## src/prt_pkg.sv

```systemverilog
// ----------------------------------------------------------------------------
// prt_pkg
// shared sizes, action codes and stage structs for the prefix routing table
// ----------------------------------------------------------------------------
package prt_pkg;

  localparam int DIGITS     = 8;
  localparam int NODE_BITS  = 10;
  localparam int HOP_BITS   = 8;

  localparam int ADDR_W     = 16;
  localparam int HOPS_IN_W  = 8;
  localparam int ID_W       = 2 * DIGITS;
  localparam int SLOTS      = DIGITS * 4;
  localparam int SLOT_W     = $clog2(SLOTS);
  localparam int HOP_SUM_W  = ((HOPS_IN_W > HOP_BITS) ? HOPS_IN_W : HOP_BITS) + 1;
  localparam logic [HOP_SUM_W-1:0] HOP_SAT = HOP_SUM_W'((1 << HOP_BITS) - 1);

  typedef enum logic {
    ACT_OFFER  = 1'b0,
    ACT_LOOKUP = 1'b1
  } act_t;

  typedef struct packed {
    logic                 valid;
    act_t                 action;
    logic                 is_self;
    logic [SLOT_W-1:0]    slot;
    logic                 present;
    logic [HOPS_IN_W-1:0] hops;
    logic [NODE_BITS-1:0] sender;
    logic                 last;
  } req_t;

  typedef struct packed {
    logic [NODE_BITS:0] fwd_node;
    logic               reachable;
    logic               updated;
  } rsp_t;

endpackage

```

## src/prt_slot_enc.sv

```systemverilog
// ----------------------------------------------------------------------------
// prt_slot_enc
// finds the first digit where an address differs from the own id
// ----------------------------------------------------------------------------
module prt_slot_enc (
  input  logic [prt_pkg::ADDR_W-1:0] addr,
  input  logic [prt_pkg::ADDR_W-1:0] own,
  output logic                       is_self,
  output logic [prt_pkg::SLOT_W-1:0] slot
);

  logic [prt_pkg::ID_W-1:0] a;
  logic [prt_pkg::ID_W-1:0] o;

  assign a = prt_pkg::ID_W'(addr);
  assign o = prt_pkg::ID_W'(own);

  // scan from least significant digit up so the most significant mismatch wins
  always_comb begin
    is_self = 1'b1;
    slot    = '0;
    for (int p = prt_pkg::DIGITS - 1; p >= 0; p--) begin
      if (a[2*(prt_pkg::DIGITS-1-p) +: 2] != o[2*(prt_pkg::DIGITS-1-p) +: 2]) begin
        is_self = 1'b0;
        slot    = prt_pkg::SLOT_W'(p * 4) + prt_pkg::SLOT_W'(a[2*(prt_pkg::DIGITS-1-p) +: 2]);
      end
    end
  end

endmodule

```

## src/prt_table.sv

```systemverilog
// ----------------------------------------------------------------------------
// prt_table
// slot storage, offer merge and lookup for the prefix routing table
// ----------------------------------------------------------------------------
module prt_table (
  input  logic          clk,
  input  logic          rst,
  input  prt_pkg::req_t req,
  output prt_pkg::rsp_t rsp
);

  logic [prt_pkg::SLOTS-1:0]     slot_filled;
  logic [prt_pkg::HOP_BITS-1:0]  slot_hops      [prt_pkg::SLOTS];
  logic [prt_pkg::NODE_BITS-1:0] slot_next_node [prt_pkg::SLOTS];
  logic                          merge_closed;

  logic                          filled_s;
  logic [prt_pkg::HOP_BITS-1:0]  hops_s;
  logic [prt_pkg::HOP_SUM_W-1:0] hop_sum;
  logic [prt_pkg::HOP_BITS-1:0]  new_hops;
  logic                          is_offer;
  logic                          do_upd;

  assign filled_s = slot_filled[req.slot];
  assign hops_s   = slot_hops[req.slot];
  assign hop_sum  = prt_pkg::HOP_SUM_W'(req.hops) + prt_pkg::HOP_SUM_W'(1);
  assign new_hops = (hop_sum > prt_pkg::HOP_SAT) ? prt_pkg::HOP_BITS'(prt_pkg::HOP_SAT)
                                                 : prt_pkg::HOP_BITS'(hop_sum);
  assign is_offer = req.valid && (req.action == prt_pkg::ACT_OFFER);
  assign do_upd   = is_offer && req.present && !merge_closed && !req.is_self &&
                    (!filled_s || (new_hops < hops_s));

  always_ff @(posedge clk) begin
    if (rst) begin
      slot_filled  <= '0;
      merge_closed <= 1'b0;
    end else begin
      if (do_upd) begin
        slot_filled[req.slot] <= 1'b1;
      end
      // end of table reopens the merge even if this entry updated
      if (is_offer) begin
        if (req.last) begin
          merge_closed <= 1'b0;
        end else if (do_upd) begin
          merge_closed <= 1'b1;
        end
      end
    end
  end

  always_ff @(posedge clk) begin
    if (do_upd) begin
      slot_hops[req.slot]      <= new_hops;
      slot_next_node[req.slot] <= req.sender;
    end
  end

  always_comb begin
    rsp = '0;
    unique case (req.action)
      prt_pkg::ACT_LOOKUP: begin
        rsp.fwd_node  = '1;
        rsp.reachable = 1'b0;
        if (req.is_self) begin
          rsp.reachable = 1'b1;
        end else if (filled_s) begin
          rsp.fwd_node  = {1'b0, slot_next_node[req.slot]};
          rsp.reachable = 1'b1;
        end
      end
      prt_pkg::ACT_OFFER: begin
        rsp.updated = do_upd;
      end
      default: begin
        rsp = '0;
      end
    endcase
  end

endmodule

```

## src/prefix_routing_table.sv

```systemverilog
// ----------------------------------------------------------------------------
// prefix_routing_table
// base-4 digit prefix routing table with neighbor table merge and lookup
// ----------------------------------------------------------------------------
//   channel  | handshake            | payload
//   ---------+----------------------+-------------------------------------------
//   request  | start, busy          | action, target_address, address_present,
//            |                      | offered_hops, sender_node, last_of_table
//   result   | done (one cycle)     | fwd_node, reachable, updated
//   config   | own_id_we            | own_id
//
// one request per cycle, busy stays low; a result is registered after its
// request passes the input register, then slot encode and table access into
// the result register. the single table access per request sets the rate.
// rst clears the slot valid bits, the merge flag and own id.
// the receiver cannot stall; every request gives exactly one result.
// ----------------------------------------------------------------------------
module prefix_routing_table (
  input  logic                            clk,
  input  logic                            rst,
  input  logic                            own_id_we,
  input  logic [prt_pkg::ADDR_W-1:0]      own_id,
  input  logic                            start,
  output logic                            busy,
  input  logic                            action,
  input  logic [prt_pkg::ADDR_W-1:0]      target_address,
  input  logic                            address_present,
  input  logic [prt_pkg::HOPS_IN_W-1:0]   offered_hops,
  input  logic [prt_pkg::NODE_BITS-1:0]   sender_node,
  input  logic                            last_of_table,
  output logic                            done,
  output logic signed [prt_pkg::NODE_BITS:0] fwd_node,
  output logic                            reachable,
  output logic                            updated
);

  logic [prt_pkg::ADDR_W-1:0]    own_reg;
  logic                          in_valid;
  prt_pkg::act_t                 in_action;
  logic [prt_pkg::ADDR_W-1:0]    in_addr;
  logic                          in_present;
  logic [prt_pkg::HOPS_IN_W-1:0] in_hops;
  logic [prt_pkg::NODE_BITS-1:0] in_sender;
  logic                          in_last;

  logic                          enc_self;
  logic [prt_pkg::SLOT_W-1:0]    enc_slot;
  prt_pkg::req_t                 req;
  prt_pkg::rsp_t                 rsp;

  assign busy = 1'b0;

  always_ff @(posedge clk) begin
    if (rst) begin
      own_reg  <= '0;
      in_valid <= 1'b0;
      done     <= 1'b0;
    end else begin
      if (own_id_we) begin
        own_reg <= own_id;
      end
      in_valid <= start && !busy;
      done     <= in_valid;
    end
  end

  always_ff @(posedge clk) begin
    if (start && !busy) begin
      in_action  <= prt_pkg::act_t'(action);
      in_addr    <= target_address;
      in_present <= address_present;
      in_hops    <= offered_hops;
      in_sender  <= sender_node;
      in_last    <= last_of_table;
    end
    if (in_valid) begin
      fwd_node  <= rsp.fwd_node;
      reachable <= rsp.reachable;
      updated   <= rsp.updated;
    end
  end

  prt_slot_enc u_enc (
    .addr    (in_addr),
    .own     (own_reg),
    .is_self (enc_self),
    .slot    (enc_slot)
  );

  always_comb begin
    req.valid   = in_valid;
    req.action  = in_action;
    req.is_self = enc_self;
    req.slot    = enc_slot;
    req.present = in_present;
    req.hops    = in_hops;
    req.sender  = in_sender;
    req.last    = in_last;
  end

  prt_table u_table (
    .clk (clk),
    .rst (rst),
    .req (req),
    .rsp (rsp)
  );

endmodule

```

## config.mk

```make
export PLATFORM = sky130hd
export DESIGN_NAME = prefix_routing_table
export DESIGN_NICKNAME = d
export VERILOG_FILES = /design/src/prt_pkg.sv /design/src/prt_slot_enc.sv /design/src/prt_table.sv /design/src/prefix_routing_table.sv
export SDC_FILE = /design/constraint.sdc
export NUM_CORES = 1
export LEC_CHECK = 0
export BUFFER_PORTS_ARGS = -buffer_cell sky130_fd_sc_hd__clkbuf_2
export CAP_MARGIN = 10
export CORE_ASPECT_RATIO = 1.2
export CORE_MARGIN = 5
export CORE_UTILIZATION = 55
export CTS_BUF_LIST = sky130_fd_sc_hd__clkbuf_2
export CTS_CLUSTER_SIZE = 24
export DETAILED_ROUTE_END_ITERATION = 6
export PLACE_DENSITY = 0.72
export RECOVER_POWER = 25
export SLEW_MARGIN = 20
export SYNTH_ARGS = -nofsm -noshare
export SYNTH_HDL_FRONTEND = slang
export SYNTH_HIERARCHICAL = 1
export SYNTH_SLANG_ARGS = --single-unit
export TNS_END_PERCENT = 50
```

## constraint.sdc

```tcl
create_clock -name clk -period 15.5 [get_ports clk]
set_clock_uncertainty 0.15 [all_clocks]
set_input_delay 0.775 -clock clk [delete_from_list [all_inputs] [get_ports clk]]
set_output_delay 0.775 -clock clk [all_outputs]
set_load 0.01 [all_outputs]
```

==> run metrics <==
latest clock arrival within the worst-skew pair=1.18 ns; Biggest register=u_table/slot_next_node; CP Class=register to register; Reg area=19800 µm²; CTS root buf=clkbuf_2; area post-placement=27500 µm²; top layer in use=met4; first-pass GRT wire length=91400 µm; row count=87; initial core utilization=0.557; DIE HEIGHT=249 µm; initial antenna violation count=1; vias in the first global route=14601; Layout area overhead=13.4%; Reg power frac=0.564; I/O Buffers=70; num ports=72; DR WL met2=31100 µm; M1 WL=23000 µm; worst path cell trace=xnor2_1 -> and2_1 -> nor2b_1 -> a211oi_1 -> o21ai_4 -> buf_12 -> buf_4 -> mux4_2 -> a22oi_1 -> and4_1 -> ha_1 -> a21o_1 -> a21o_1 -> a2111oi_0 -> nand4b_1 -> a31oi_4 -> o21ai_1 -> nor2_2; most common cell in the netlist=edfxtp_1; core footprint=47000 µm²; share of post-route cells with drive strength above 1=0.324; min cycle time layout=8.03 ns; Worst path slowest cell=nor2_2; total congestion overflow=0; Final Core Density=0.631; GRT Overall Usage=0.234; fin nets=1616; synth top area cells=edfxtp_1 72%, mux4_2 12%, dfxtp_1 3.9%; final setup TNS=0 ns; met3 wire length=5180 µm; RSZ-0062 raised after global routing=false; Yosys reg bits=677; Slew headroom=-0.667; GPL Wtd Cong=0.854; post-synth top area cell=edfxtp_1; CP peak stage delay=1.02 ns; delay-heaviest family, CP=compound AO/OA/AOI/OAI gates; critical path data required time=16.07 ns; DR pass1 iterations=5; Post-CTS Setup Bufs=0; DR iter-0 viols=1429; largest net degree at the start of global routing=153; asr flop ratio synth=0; Netlist Area Pre-Place=26200 µm²; Largest register FFs=320; actual slew at the worst max-slew pin=2.50 ns; drt wl/cell=26.5 µm; vias per cell=6.20; commonest cells in the netlist=626 x edfxtp_1, 143 x mux4_2, 69 x a22oi_1; most frequently used flop master after synthesis=edfxtp_1; switch share=0.261; P per Cell Area=123 nW/µm²; vias=14197; failing checks=capacitance limit, slew limit; leakage power=9.74 nW; CTS Buf Count=153; Multi-input gate area=6210 µm²; max-cap check violation count=3; Hold Crit Class=input port to register; final WL=60800 µm; most frequent CP cell=a21o_1; final worst-path cycle share=0.518; Tot Pwr=0.00364 W; Design Area, Final=29700 µm²; internal power consumption=0.00269 W; CTS tree=yes; Layout fillers=3240; Logic pwr share=0.122; cell count after synthesis=1278; H-tree depth=4; final setup violating endpoints=0; drt drc=0; Final Hold Fails=0; Synth top area share=0.718; CP startpoint kind=register; crit end category=register; Routed Antenna Nets=0; DP Wirelength=35200 µm; die footprint=52100 µm²; VDD IR-drop max=0.0000846 V; yosys warns=6; Distinct cells, synth=67; status=finished with violations; CTS sink cnt=677; clock-pin slew on the worst setup and hold paths=0.11 ns; fmax=125 MHz; sequential area share after synthesis=0.757; critical path arrival=8.61 ns; Clock power frac=0.313; Slew Limit Fails=105; syn_area_per_cell=20.5 µm²; number of buffers and inverters on the critical path=2; number of synthesized flops with an enable pin=626; die width=209 µm; NetSw=0.000952 W; maximum clock path buffer count=3; Largest regs=u_table/slot_next_node x320, u_table/slot_hops x256, u_table/slot_filled x32; worst-path maximum fanout=112; syn_nets=1344; post-CTS sizing=0
## power by group through the flow
stage | Clock, W | Sequential, W | Combinational, W
after floorplan | 0 | 0.00210 | 0.000290
after global placement | 0 | 0.00210 | 0.000416
after detailed placement | 0 | 0.00211 | 0.000420
after CTS | 0.00117 | 0.00206 | 0.000436
after global routing | 0.00128 | 0.00206 | 0.000476
final | 0.00114 | 0.00206 | 0.000446
## metrics by stage
| stage | std cells | setup WS [ns] | hold WS (ns) |
|---|---|---|---|
| 2_1_floorplan | 1278 | 8.48 | 0.251 |
| 3_3_place_gp | 1942 | 7.64 | 0.290 |
| 3_5_place_dp | 1942 | 7.55 | 0.291 |
| 4_1_cts | 2283 | 7.50 | 0.0584 |
| 5_1_grt | 2290 | 6.95 | 0.107 |
| 6_report | 2290 | 7.47 | 0.182 |
## placed cells by master, fill, tap and decap left out, types with 9 or more instances in the layout
| cell | count |
|---|---|
| nor2_1 | 29 |
| nand4_1 | 12 |
| nor2_2 | 17 |
| a22oi_1 | 69 |
| xnor2_1 | 10 |
| dlygate4sd3_1 | 70 |
| mux2i_1 | 34 |
| clkbuf_1 | 12 |
| nor3_2 | 9 |
| nand3_1 | 11 |
| dfxtp_1 | 51 |
| nand2_1 | 12 |
| o21a_1 | 12 |
| clkbuf_2 | 285 |
| mux4_2 | 143 |
| edfxtp_1 | 626 |
| buf_4 | 34 |
| ha_1 | 9 |
| clkinv_1 | 34 |
| o2bb2ai_1 | 32 |
## layout make-up
cell class	instances	share of cell area
diodes	1	0.0000843
well taps	623	0.0263
flip-flops and latches	677	0.668
multi-input cells	525	0.209
clock buffers	218	0.0367
clock inverters	53	0.0127
inverters	8	0.00101
repair buffers	185	0.0464
## kinds of logic (layout without fill, tap and decap cells)
logic type               Yosys count  after routing  synth area share
AO/OA/AOI/OAI                    169            169            0.0501
other                              1              2          0.000143
AND/OR/NAND/NOR                  150            150            0.0317
adder cells (fa/ha/maj)            9              9           0.00430
buffers and inverters             76            464            0.0138
flip-flops                       677            677             0.757
multiplexers                     177            177             0.136
XOR/XNOR                          19             19           0.00665
## timing repair
item | in CTS | in global routing
hold endpoints to repair | 56 | 0
setup endpoints to repair | 0 | 0
hold buffers | 70 | 0
## path summary, 6_finish.rpt
| path | startpoint | end | slack [ns] | depth (start not counted) |
|---|---|---|---|---|
| setup / recovery | in_addr[5] | u_table/slot_hops[30][2] | 7.47 | 18 |
| setup reg to reg | in_addr[5] | u_table/slot_hops[30][2] | 7.47 | 18 |
| hold reg to reg | u_table/slot_filled[8] | u_table/slot_filled[8] | 0.32 | 1 |
| hold / removal | sender_node[3] | in_sender[3] | 0.18 | 2 |
## per-layer routing
layer / up-vias / GRT usage
met4: 0 / 0.0783
met3: 100 / 0.0491
li1: 6006 / -
met5: - / 0
met1: 7308 / 0.321
met2: 783 / 0.383
Power figures use the tool's default switching activity.
